--- src/rtl/dlmc_pkg.sv ---
package dlmc_pkg;

    localparam int TIMER_WIDTH_DEFAULT = 16;

    localparam int DEB_W   = 10;
    localparam int BLINK_W = 16;
    localparam int LED_W   = 8;
    localparam int FADE_W  = 8;
    localparam int CFG_IDX_W  = 2;
    localparam int CFG_DATA_W = 16;

    localparam logic [DEB_W-1:0]   DEB_CNT_MAX      = '1;
    localparam logic [DEB_W-1:0]   DEBOUNCE_RESET   = DEB_W'(25);
    localparam logic [BLINK_W-1:0] BLINK_RESET      = BLINK_W'(400);
    localparam logic [FADE_W-1:0]  FADE_PEAK_RESET  = FADE_W'(180);
    localparam logic [FADE_W-1:0]  FADE_PERIOD_RESET = FADE_W'(20);
    localparam logic [LED_W-1:0]   LED_FULL = '1;
    localparam logic [LED_W-1:0]   LED_DARK = '0;

    typedef enum logic [CFG_IDX_W-1:0] {
        CFG_DEBOUNCE    = 2'd0,
        CFG_BLINK       = 2'd1,
        CFG_FADE_PEAK   = 2'd2,
        CFG_FADE_PERIOD = 2'd3
    } cfg_idx_t;

    typedef enum logic [1:0] {
        MODE_OFF   = 2'd0,
        MODE_BLINK = 2'd1,
        MODE_ON    = 2'd2,
        MODE_FADE  = 2'd3
    } mode_t;

    typedef enum logic [1:0] {
        EV_NONE    = 2'd0,
        EV_PRESS   = 2'd1,
        EV_RELEASE = 2'd2
    } btn_ev_t;

    typedef struct packed {
        logic [DEB_W-1:0] cnt;
        logic             held;
        btn_ev_t          ev;
    } deb_t;

    function automatic deb_t debounce(
        input logic             lvl,
        input logic             prev,
        input logic [DEB_W-1:0] cnt,
        input logic             held,
        input logic [DEB_W-1:0] ticks
    );
        deb_t r;
        r.held = held;
        r.ev   = EV_NONE;
        if (lvl != prev)
        begin
            r.cnt = '0;
        end
        else if (cnt != DEB_CNT_MAX)
        begin
            r.cnt = cnt + DEB_W'(1);
        end
        else
        begin
            r.cnt = cnt;
        end
        if (r.cnt > ticks)
        begin
            if (!lvl && !held)
            begin
                r.held = 1'b1;
                r.ev   = EV_PRESS;
            end
            else if (lvl)
            begin
                r.held = 1'b0;
                r.ev   = EV_RELEASE;
            end
        end
        return r;
    endfunction

endpackage

--- src/rtl/debounced_led_mode_controller_top.sv ---
// Channel  | Direction | Handshake          | Payload
// ---------+-----------+--------------------+---------------------------------------------
// in       | sink      | in_valid/in_stall  | mode_button_level, reset_button_level
// out      | source    | out_valid/out_stall| led_a_level, led_b_level, indicator_on,
//          |           |                    | current_mode, mode_entered
// cfg      | sink      | cfg_valid/cfg_ready| cfg_index, cfg_data
//
// Each tick transaction is captured in an input register and processed into the result
// register, and one transaction is taken every cycle unless the output stalls; the single
// pass through the debounce and mode logic sets that rate.
// Reset is asynchronous and active low and restores every control and state register.
// A stall on the output holds the result register and the input register, and the
// input side stalls only while both are full.
module debounced_led_mode_controller_top
    import dlmc_pkg::*;
#(
    parameter int TIMER_WIDTH = TIMER_WIDTH_DEFAULT
)
(
    input  logic                  clk,
    input  logic                  rst_n,
    input  logic                  in_valid,
    output logic                  in_stall,
    input  logic                  mode_button_level,
    input  logic                  reset_button_level,
    output logic                  out_valid,
    input  logic                  out_stall,
    output logic [LED_W-1:0]      led_a_level,
    output logic [LED_W-1:0]      led_b_level,
    output logic                  indicator_on,
    output logic [1:0]            current_mode,
    output logic                  mode_entered,
    input  logic                  cfg_valid,
    output logic                  cfg_ready,
    input  logic [CFG_IDX_W-1:0]  cfg_index,
    input  logic [CFG_DATA_W-1:0] cfg_data
);

    localparam int CMP_W = (TIMER_WIDTH > BLINK_W) ? TIMER_WIDTH : BLINK_W;
    localparam logic [TIMER_WIDTH-1:0] TIMER_MAX = '1;

    logic [DEB_W-1:0]       debounce_ticks_reg;
    logic [BLINK_W-1:0]     blink_interval_reg;
    logic [FADE_W-1:0]      fade_peak_reg;
    logic [FADE_W-1:0]      fade_period_reg;

    logic                   s1_valid_reg;
    logic                   s1_mode_lvl_reg;
    logic                   s1_reset_lvl_reg;
    logic                   out_valid_reg;
    logic                   advance;

    mode_t                  mode_reg, mode_next;
    logic                   mode_prev_reg;
    logic [DEB_W-1:0]       mode_cnt_reg, mode_cnt_next;
    logic                   mode_held_reg, mode_held_next;
    logic                   reset_prev_reg;
    logic [DEB_W-1:0]       reset_cnt_reg, reset_cnt_next;
    logic                   reset_held_reg, reset_held_next;
    logic [TIMER_WIDTH-1:0] blink_count_reg, blink_count_next;
    logic                   blink_phase_reg, blink_phase_next;
    logic [FADE_W-1:0]      fade_level_reg, fade_level_next;
    logic                   fade_rising_reg, fade_rising_next;
    logic [FADE_W-1:0]      fade_count_reg, fade_count_next;
    logic [LED_W-1:0]       led_a_reg, led_a_next;
    logic [LED_W-1:0]       led_b_reg, led_b_next;
    logic                   indicator_reg, indicator_next;
    logic                   entered_reg, entered_next;

    deb_t                   mode_deb;
    deb_t                   reset_deb;
    logic signed [FADE_W+1:0] fade_step;
    logic [FADE_W:0]        fade_cnt_inc;

    assign advance   = s1_valid_reg && !(out_valid_reg && out_stall);
    assign in_stall  = s1_valid_reg && out_valid_reg && out_stall;
    assign cfg_ready = 1'b1;

    assign out_valid    = out_valid_reg;
    assign led_a_level  = led_a_reg;
    assign led_b_level  = led_b_reg;
    assign indicator_on = indicator_reg;
    assign current_mode = mode_reg;
    assign mode_entered = entered_reg;

    always_comb
    begin
        mode_deb  = debounce(s1_mode_lvl_reg, mode_prev_reg, mode_cnt_reg,
                             mode_held_reg, debounce_ticks_reg);
        reset_deb = debounce(s1_reset_lvl_reg, reset_prev_reg, reset_cnt_reg,
                             reset_held_reg, debounce_ticks_reg);

        mode_next        = mode_reg;
        mode_cnt_next    = mode_deb.cnt;
        mode_held_next   = mode_deb.held;
        reset_cnt_next   = reset_deb.cnt;
        reset_held_next  = reset_deb.held;
        blink_phase_next = blink_phase_reg;
        fade_level_next  = fade_level_reg;
        fade_rising_next = fade_rising_reg;
        fade_count_next  = fade_count_reg;
        led_a_next       = led_a_reg;
        led_b_next       = led_b_reg;
        indicator_next   = indicator_reg;
        entered_next     = 1'b0;
        fade_step        = '0;
        fade_cnt_inc     = '0;

        if (blink_count_reg != TIMER_MAX)
        begin
            blink_count_next = blink_count_reg + TIMER_WIDTH'(1);
        end
        else
        begin
            blink_count_next = blink_count_reg;
        end

        if (mode_deb.ev == EV_PRESS)
        begin
            indicator_next = 1'b1;
            entered_next   = 1'b1;
            mode_next      = mode_t'(mode_reg + 2'd1);
            unique case (mode_next)
                MODE_OFF, MODE_BLINK:
                begin
                    led_a_next     = LED_DARK;
                    led_b_next     = LED_DARK;
                    indicator_next = 1'b0;
                    if (mode_next == MODE_BLINK)
                    begin
                        blink_count_next = '0;
                    end
                end
                MODE_ON:
                begin
                    led_a_next     = LED_FULL;
                    led_b_next     = LED_FULL;
                    indicator_next = 1'b1;
                end
                MODE_FADE:
                begin
                    fade_level_next  = '0;
                    fade_rising_next = 1'b1;
                    fade_count_next  = '0;
                end
                default:
                begin
                    mode_next = MODE_OFF;
                end
            endcase
        end
        else if (mode_deb.ev == EV_RELEASE)
        begin
            indicator_next = 1'b0;
        end

        if (reset_deb.ev == EV_PRESS)
        begin
            mode_next      = MODE_OFF;
            led_a_next     = LED_DARK;
            led_b_next     = LED_DARK;
            indicator_next = 1'b0;
            entered_next   = 1'b1;
        end
        else if (reset_deb.ev == EV_RELEASE)
        begin
            indicator_next = 1'b0;
        end

        if (mode_next == MODE_BLINK)
        begin
            if (CMP_W'(blink_count_next) >= CMP_W'(blink_interval_reg))
            begin
                blink_count_next = '0;
                blink_phase_next = !blink_phase_reg;
                led_a_next       = blink_phase_next ? LED_FULL : LED_DARK;
                led_b_next       = blink_phase_next ? LED_DARK : LED_FULL;
                indicator_next   = 1'b0;
            end
        end
        else if (mode_next == MODE_FADE)
        begin
            if (fade_count_next == '0)
            begin
                fade_step = $signed({2'b00, fade_level_next})
                          + (fade_rising_next ? 10'sd1 : -10'sd1);
                if (fade_step >= $signed({2'b00, fade_peak_reg}))
                begin
                    fade_step        = $signed({2'b00, fade_peak_reg});
                    fade_rising_next = 1'b0;
                end
                if (fade_step <= 10'sd0)
                begin
                    fade_step        = '0;
                    fade_rising_next = 1'b1;
                end
                fade_level_next = fade_step[FADE_W-1:0];
                led_a_next      = fade_level_next;
                led_b_next      = fade_level_next;
                indicator_next  = 1'b0;
            end
            fade_cnt_inc = {1'b0, fade_count_next} + (FADE_W+1)'(1);
            if (fade_cnt_inc >= {1'b0, fade_period_reg})
            begin
                fade_count_next = '0;
            end
            else
            begin
                fade_count_next = fade_cnt_inc[FADE_W-1:0];
            end
        end
    end

    always_ff @(posedge clk or negedge rst_n)
    begin
        if (!rst_n)
        begin
            debounce_ticks_reg <= DEBOUNCE_RESET;
            blink_interval_reg <= BLINK_RESET;
            fade_peak_reg      <= FADE_PEAK_RESET;
            fade_period_reg    <= FADE_PERIOD_RESET;
        end
        else if (cfg_valid && cfg_ready)
        begin
            unique case (cfg_idx_t'(cfg_index))
                CFG_DEBOUNCE:    debounce_ticks_reg <= cfg_data[DEB_W-1:0];
                CFG_BLINK:       blink_interval_reg <= cfg_data[BLINK_W-1:0];
                CFG_FADE_PEAK:   fade_peak_reg      <= cfg_data[FADE_W-1:0];
                CFG_FADE_PERIOD: fade_period_reg    <= cfg_data[FADE_W-1:0];
                default:         debounce_ticks_reg <= debounce_ticks_reg;
            endcase
        end
    end

    always_ff @(posedge clk or negedge rst_n)
    begin
        if (!rst_n)
        begin
            s1_valid_reg  <= 1'b0;
            out_valid_reg <= 1'b0;
        end
        else
        begin
            s1_valid_reg <= in_stall ? 1'b1 : in_valid;
            if (advance)
            begin
                out_valid_reg <= 1'b1;
            end
            else if (!out_stall)
            begin
                out_valid_reg <= 1'b0;
            end
        end
    end

    always_ff @(posedge clk)
    begin
        if (!in_stall)
        begin
            s1_mode_lvl_reg  <= mode_button_level;
            s1_reset_lvl_reg <= reset_button_level;
        end
    end

    always_ff @(posedge clk or negedge rst_n)
    begin
        if (!rst_n)
        begin
            mode_reg        <= MODE_OFF;
            mode_prev_reg   <= 1'b1;
            mode_cnt_reg    <= '0;
            mode_held_reg   <= 1'b0;
            reset_prev_reg  <= 1'b1;
            reset_cnt_reg   <= '0;
            reset_held_reg  <= 1'b0;
            blink_count_reg <= '0;
            blink_phase_reg <= 1'b0;
            fade_level_reg  <= '0;
            fade_rising_reg <= 1'b1;
            fade_count_reg  <= '0;
            led_a_reg       <= '0;
            led_b_reg       <= '0;
            indicator_reg   <= 1'b0;
            entered_reg     <= 1'b0;
        end
        else if (advance)
        begin
            mode_reg        <= mode_next;
            mode_prev_reg   <= s1_mode_lvl_reg;
            mode_cnt_reg    <= mode_cnt_next;
            mode_held_reg   <= mode_held_next;
            reset_prev_reg  <= s1_reset_lvl_reg;
            reset_cnt_reg   <= reset_cnt_next;
            reset_held_reg  <= reset_held_next;
            blink_count_reg <= blink_count_next;
            blink_phase_reg <= blink_phase_next;
            fade_level_reg  <= fade_level_next;
            fade_rising_reg <= fade_rising_next;
            fade_count_reg  <= fade_count_next;
            led_a_reg       <= led_a_next;
            led_b_reg       <= led_b_next;
            indicator_reg   <= indicator_next;
            entered_reg     <= entered_next;
        end
    end

    // The input side only stalls while a transaction waits in the input register.
    a_stall_needs_item: assert property (@(posedge clk) disable iff (!rst_n)
        in_stall |-> s1_valid_reg)
        else $error("input stalled with an empty input register");

    // Both LEDs are fully on whenever the both-on mode is shown.
    a_mode_on_leds: assert property (@(posedge clk) disable iff (!rst_n)
        (mode_reg == MODE_ON) |-> (led_a_reg == LED_FULL && led_b_reg == LED_FULL))
        else $error("both-on mode with LEDs not fully on");

    // Both LEDs are dark whenever the off mode is shown.
    a_mode_off_leds: assert property (@(posedge clk) disable iff (!rst_n)
        (mode_reg == MODE_OFF) |-> (led_a_reg == LED_DARK && led_b_reg == LED_DARK))
        else $error("off mode with an LED lit");

endmodule

--- config.mk ---
export PLATFORM = sky130hd
export DESIGN_NAME = debounced_led_mode_controller_top
export DESIGN_NICKNAME = d
export VERILOG_FILES = /design/src/rtl/dlmc_pkg.sv /design/src/rtl/debounced_led_mode_controller_top.sv
export SDC_FILE = /design/constraint.sdc
export NUM_CORES = 1
export LEC_CHECK = 0
export BUFFER_PORTS_ARGS = -buffer_cell sky130_fd_sc_hd__buf_4
export CORE_MARGIN = 10
export CORE_UTILIZATION = 61
export CTS_CLUSTER_DIAMETER = 40
export CTS_CLUSTER_SIZE = 10
export DETAILED_ROUTE_END_ITERATION = 8
export PLACE_DENSITY_LB_ADDON = 0.05
export SYNTH_ARGS = -nofsm -noshare
export SYNTH_HDL_FRONTEND = slang
export SYNTH_SLANG_ARGS = --single-unit
--- constraint.sdc ---
create_clock -name clk -period 10.1 [get_ports clk]
set_clock_uncertainty 0.05 [all_clocks]
set_input_delay 2.02 -clock clk [delete_from_list [all_inputs] [get_ports clk]]
set_output_delay 2.02 -clock clk [all_outputs]
set_load 0.05 [all_outputs]
==> key figures <==
Place
  • I/O Buffers: 46
  • Placed instance count: 1,118
  • HPWL Detailed: 16,120 µm
  • Final GP Congestion: 0.9114
  • Placement Cell Area: 8833 µm²

Global routing
  • GR Util met2: 0.4104
  • Largest net degree at the start of global routing: 68
  • Vias in the first global route: 7,329
  • First-pass GRT wire length: 36,610 µm
  • GRT Total Usage: 0.2429
  • Remaining Overflow, GRT: 0
  • Met3 GRT Util: 0.05025
  • GRT busiest layer: met2
  • Met1 Use GR: 0.2908
  • Initial antenna violation count: 0

Synthesis
  • Register area share after synthesis: 0.3732
  • Mapped cell area: 8392 µm²
  • Syn nets: 1,019
  • Number of synthesized flops with an enable pin: 2
  • Seq cells post-synth: 124
  • Yosys warnings: 0
  • Asr flop ratio synth: 0.9839
  • Post-Synthesis Cells: 927
  • Distinct cells, synth: 78
  • Dominant synthesized flop cell: dfrtp_1
  • Mean Syn Cell Area: 9.053 µm²

Floorplan
  • Initial Util: 0.6287
  • DIE AREA: 18,850 µm²
  • CORE AREA: 13,350 µm²
  • Die Span X: 137.3 µm
  • Die H: 137.3 µm
  • Number of core rows: 42
  • Io pins: 48

Clocking
  • CTS buffer count: 17
  • Post-CTS sizing: 0
  • Clock Tree Root: clkbuf_16
  • Worst skew pair latency: 0.42 ns
  • Clock buffer depth: 2
  • Cts hold-fix bufs: 0
  • Clk slew on worst S/H paths: 0.05 ns
  • CTS tree: built
  • H-tree levels: 4
  • Sink Count: 124
  • Postcts setup bufs: 0

Worst setup path
  • Max stage delay on crit path: 0.80 ns
  • Worst Path Max Fanout: 13
  • Worst path top cell family by delay: simple AND/OR/NAND/NOR gates
  • Setup CP Type: reg -> reg
  • CP Data Arrival Time: 8.29 ns
  • Critical path capture point type: flip-flop
  • Required @ worst endpoint: 10.29 ns
  • Slowest-stage cell, CP: nor2_1
  • Buf/Inv on CP: 1
  • Cell mode on critical path: ha_1
  • Critical Path Start Type: flip-flop

Routing
  • DRT Pass-1 Iters: 5
  • DRC Markers: 0
  • Routed Antenna Nets: 0
  • Total wire length: 21,850 µm
  • WL/cell: 19.00 µm
  • Via Count: 7,283
  • Via/cell ratio: 6.333
  • Starting DRC count in detailed routing: 645

Timing
  • Fmax: 123.4 MHz
  • Min Clock Period, post-route: 8.102 ns
  • TNS Setup: 0 ns
  • RSZ-0062 raised after global routing: false
  • Final count of negative-setup-slack endpoints: 0
  • Final Max Slew Viols: 0
  • Count of final hold-check violations: 0
  • Crit share post-route: 0.8022
  • Worst-Margin Slew: 1.107 ns
  • Slew HR: 0.2613

Pwr
  • Max VDD drop: 159.8 µV
  • Pwr Density: 174.5 nW/µm²
  • Leakage: 4.425 nW

Hold path
  • Hold/Removal Path Class: reg -> reg

Finish
  • # diodes: 0
  • Area growth from synthesis to layout: 12.02%
  • Final #Nets: 1,053
  • Fin area: 9400 µm²
  • Layout cells sized above 1: 0.1643
  • Number of fill cells in the layout: 1,053
  • Fin util: 0.7043
  • Non-Filler Instances: 1,150

Run
  • Max Cap Viol: 0

Status
  • Outcome: completed
## metal layers
layer / vias up / wire, µm
li1: 3429 / -
met1: 3554 / 9057
met2: 241 / 10890
met3: 59 / 1148
met4: 0 / 753
met5: - / 0
## worst min-delay path, delay by kind of cell, from the launching register on
family,cells,cell delay [ns]
and+or+nand+nor,2,0.10
DFF,1,0.34
## stage by stage
step	hold WS [ns]	setup WS [ns]	total power, mW
after CTS	0.4284	2.215	1.647
after global routing	0.4481	1.287	1.732
after floorplan	0.3882	3.391	0.9256
after global placement	0.4111	2.608	1.032
after detailed placement	0.4134	2.277	1.052
final	0.4253	1.998	1.640
## report_power, final
| part | leakage [nW] | internal [mW] | switching (mW) |
|---|---|---|---|
| clock network | 0.274 | 0.374 | 0.217 |
| logic | 2.58 | 0.160 | 0.246 |
| registers | 1.57 | 0.577 | 0.0655 |
## worst paths after layout
path	from	end	slack (ns)	cells past startpoint
min in group asynchronous	rst_n	fade_count_reg[2]$_DFFE_PN0P_	1.67	1
max in group asynchronous	rst_n	blink_interval_reg[15]$_DFFE_PN0P_	7.07	2
setup / recovery	mode_cnt_reg[0]$_DFFE_PN0P_	fade_level_reg[5]$_DFFE_PN0P_	2.00	28
hold reg to reg	fade_level_reg[6]$_DFFE_PN0P_	fade_level_reg[6]$_DFFE_PN0P_	0.43	2
hold / removal	fade_level_reg[6]$_DFFE_PN0P_	fade_level_reg[6]$_DFFE_PN0P_	0.43	2
setup reg to reg	mode_cnt_reg[0]$_DFFE_PN0P_	fade_level_reg[5]$_DFFE_PN0P_	2.00	28
## cells in the mapped netlist (all sizes together), types with 3 or more instances
| master | count | area, µm² |
|---|---|---|
| a31oi | 5 | 31.28 |
| a221oi | 3 | 32.53 |
| a32o | 5 | 55.05 |
| nand4 | 12 | 75.07 |
| o21ai | 63 | 326.6 |
| dfrtp | 107 | 2678 |
| o31a | 6 | 52.55 |
| or4 | 3 | 30.03 |
| a21o | 6 | 45.04 |
| o32a | 4 | 40.04 |
| mux2 | 40 | 450.4 |
| nand2b | 9 | 56.30 |
| and2 | 13 | 85.09 |
| o2111ai | 4 | 35.03 |
| or3 | 8 | 55.05 |
| mux2i | 14 | 140.1 |
| a31o | 3 | 26.28 |
| nor3b | 3 | 22.52 |
| nand3b | 3 | 22.52 |
| a211oi | 9 | 80.08 |
| o41ai | 6 | 52.55 |
| ha | 66 | 825.8 |
| o311ai | 3 | 33.79 |
| a21oi | 41 | 205.2 |
| and3 | 14 | 87.58 |
| nor2b | 6 | 37.54 |
| clkbuf | 22 | 82.58 |
| inv | 67 | 251.5 |
| dfstp | 15 | 394.1 |
| o21a | 5 | 38.79 |
| o22ai | 9 | 56.30 |
| o211a | 5 | 50.05 |
| xor2 | 16 | 140.1 |
| buf | 13 | 78.82 |
| nand2 | 99 | 371.6 |
| nor4 | 8 | 56.30 |
| nor3 | 29 | 145.1 |
| o31ai | 14 | 105.1 |
| a22o | 9 | 78.83 |
| xnor2 | 19 | 166.4 |
| or2 | 3 | 18.77 |
| nor2 | 71 | 271.5 |
| o211ai | 8 | 60.06 |
| nand3 | 33 | 165.2 |
## layout by cell type (no fill, tap or decap), drive strengths merged, types with 12 or more instances in the layout
master  count
nor2       71
clkbuf     24
o31ai      14
xnor2      19
mux2       40
nand4      12
xor2       16
a21oi      41
and3       14
dfrtp     107
nand3      33
dfstp      15
buf        50
mux2i      14
nand2      99
nor3       29
and2       13
ha         66
inv        67
o21ai      63
## kinds of logic (layout without fill, tap and decap cells)
| kind of cell | Yosys count | in the layout | share of synthesized area |
|---|---|---|---|
| DFF | 124 | 124 | 0.3732 |
| AOI/OAI and AO/OA | 224 | 224 | 0.1843 |
| buffers and inverters | 102 | 149 | 0.04920 |
| muxes | 54 | 54 | 0.07037 |
| other | 1 | 1 | 0.0004469 |
| adders and majority gates | 67 | 67 | 0.1008 |
| and+or+nand+nor | 320 | 320 | 0.1852 |
| xor gates and xnor gates | 35 | 35 | 0.03653 |
## final cells by class
| cell class | instances | area, µm² | area share |
|---|---|---|---|
| inverter | 67 | 251.5 | 0.02675 |
| clock inverter | 8 | 95.09 | 0.01012 |
| tap | 176 | 220.2 | 0.02343 |
| timing repair buffer | 50 | 375.4 | 0.03993 |
| sequential | 124 | 3132 | 0.3332 |
| clock buffer | 24 | 471.7 | 0.05018 |
| multi-input combinational | 701 | 4855 | 0.5164 |
Power figures use the tool's default switching activity.
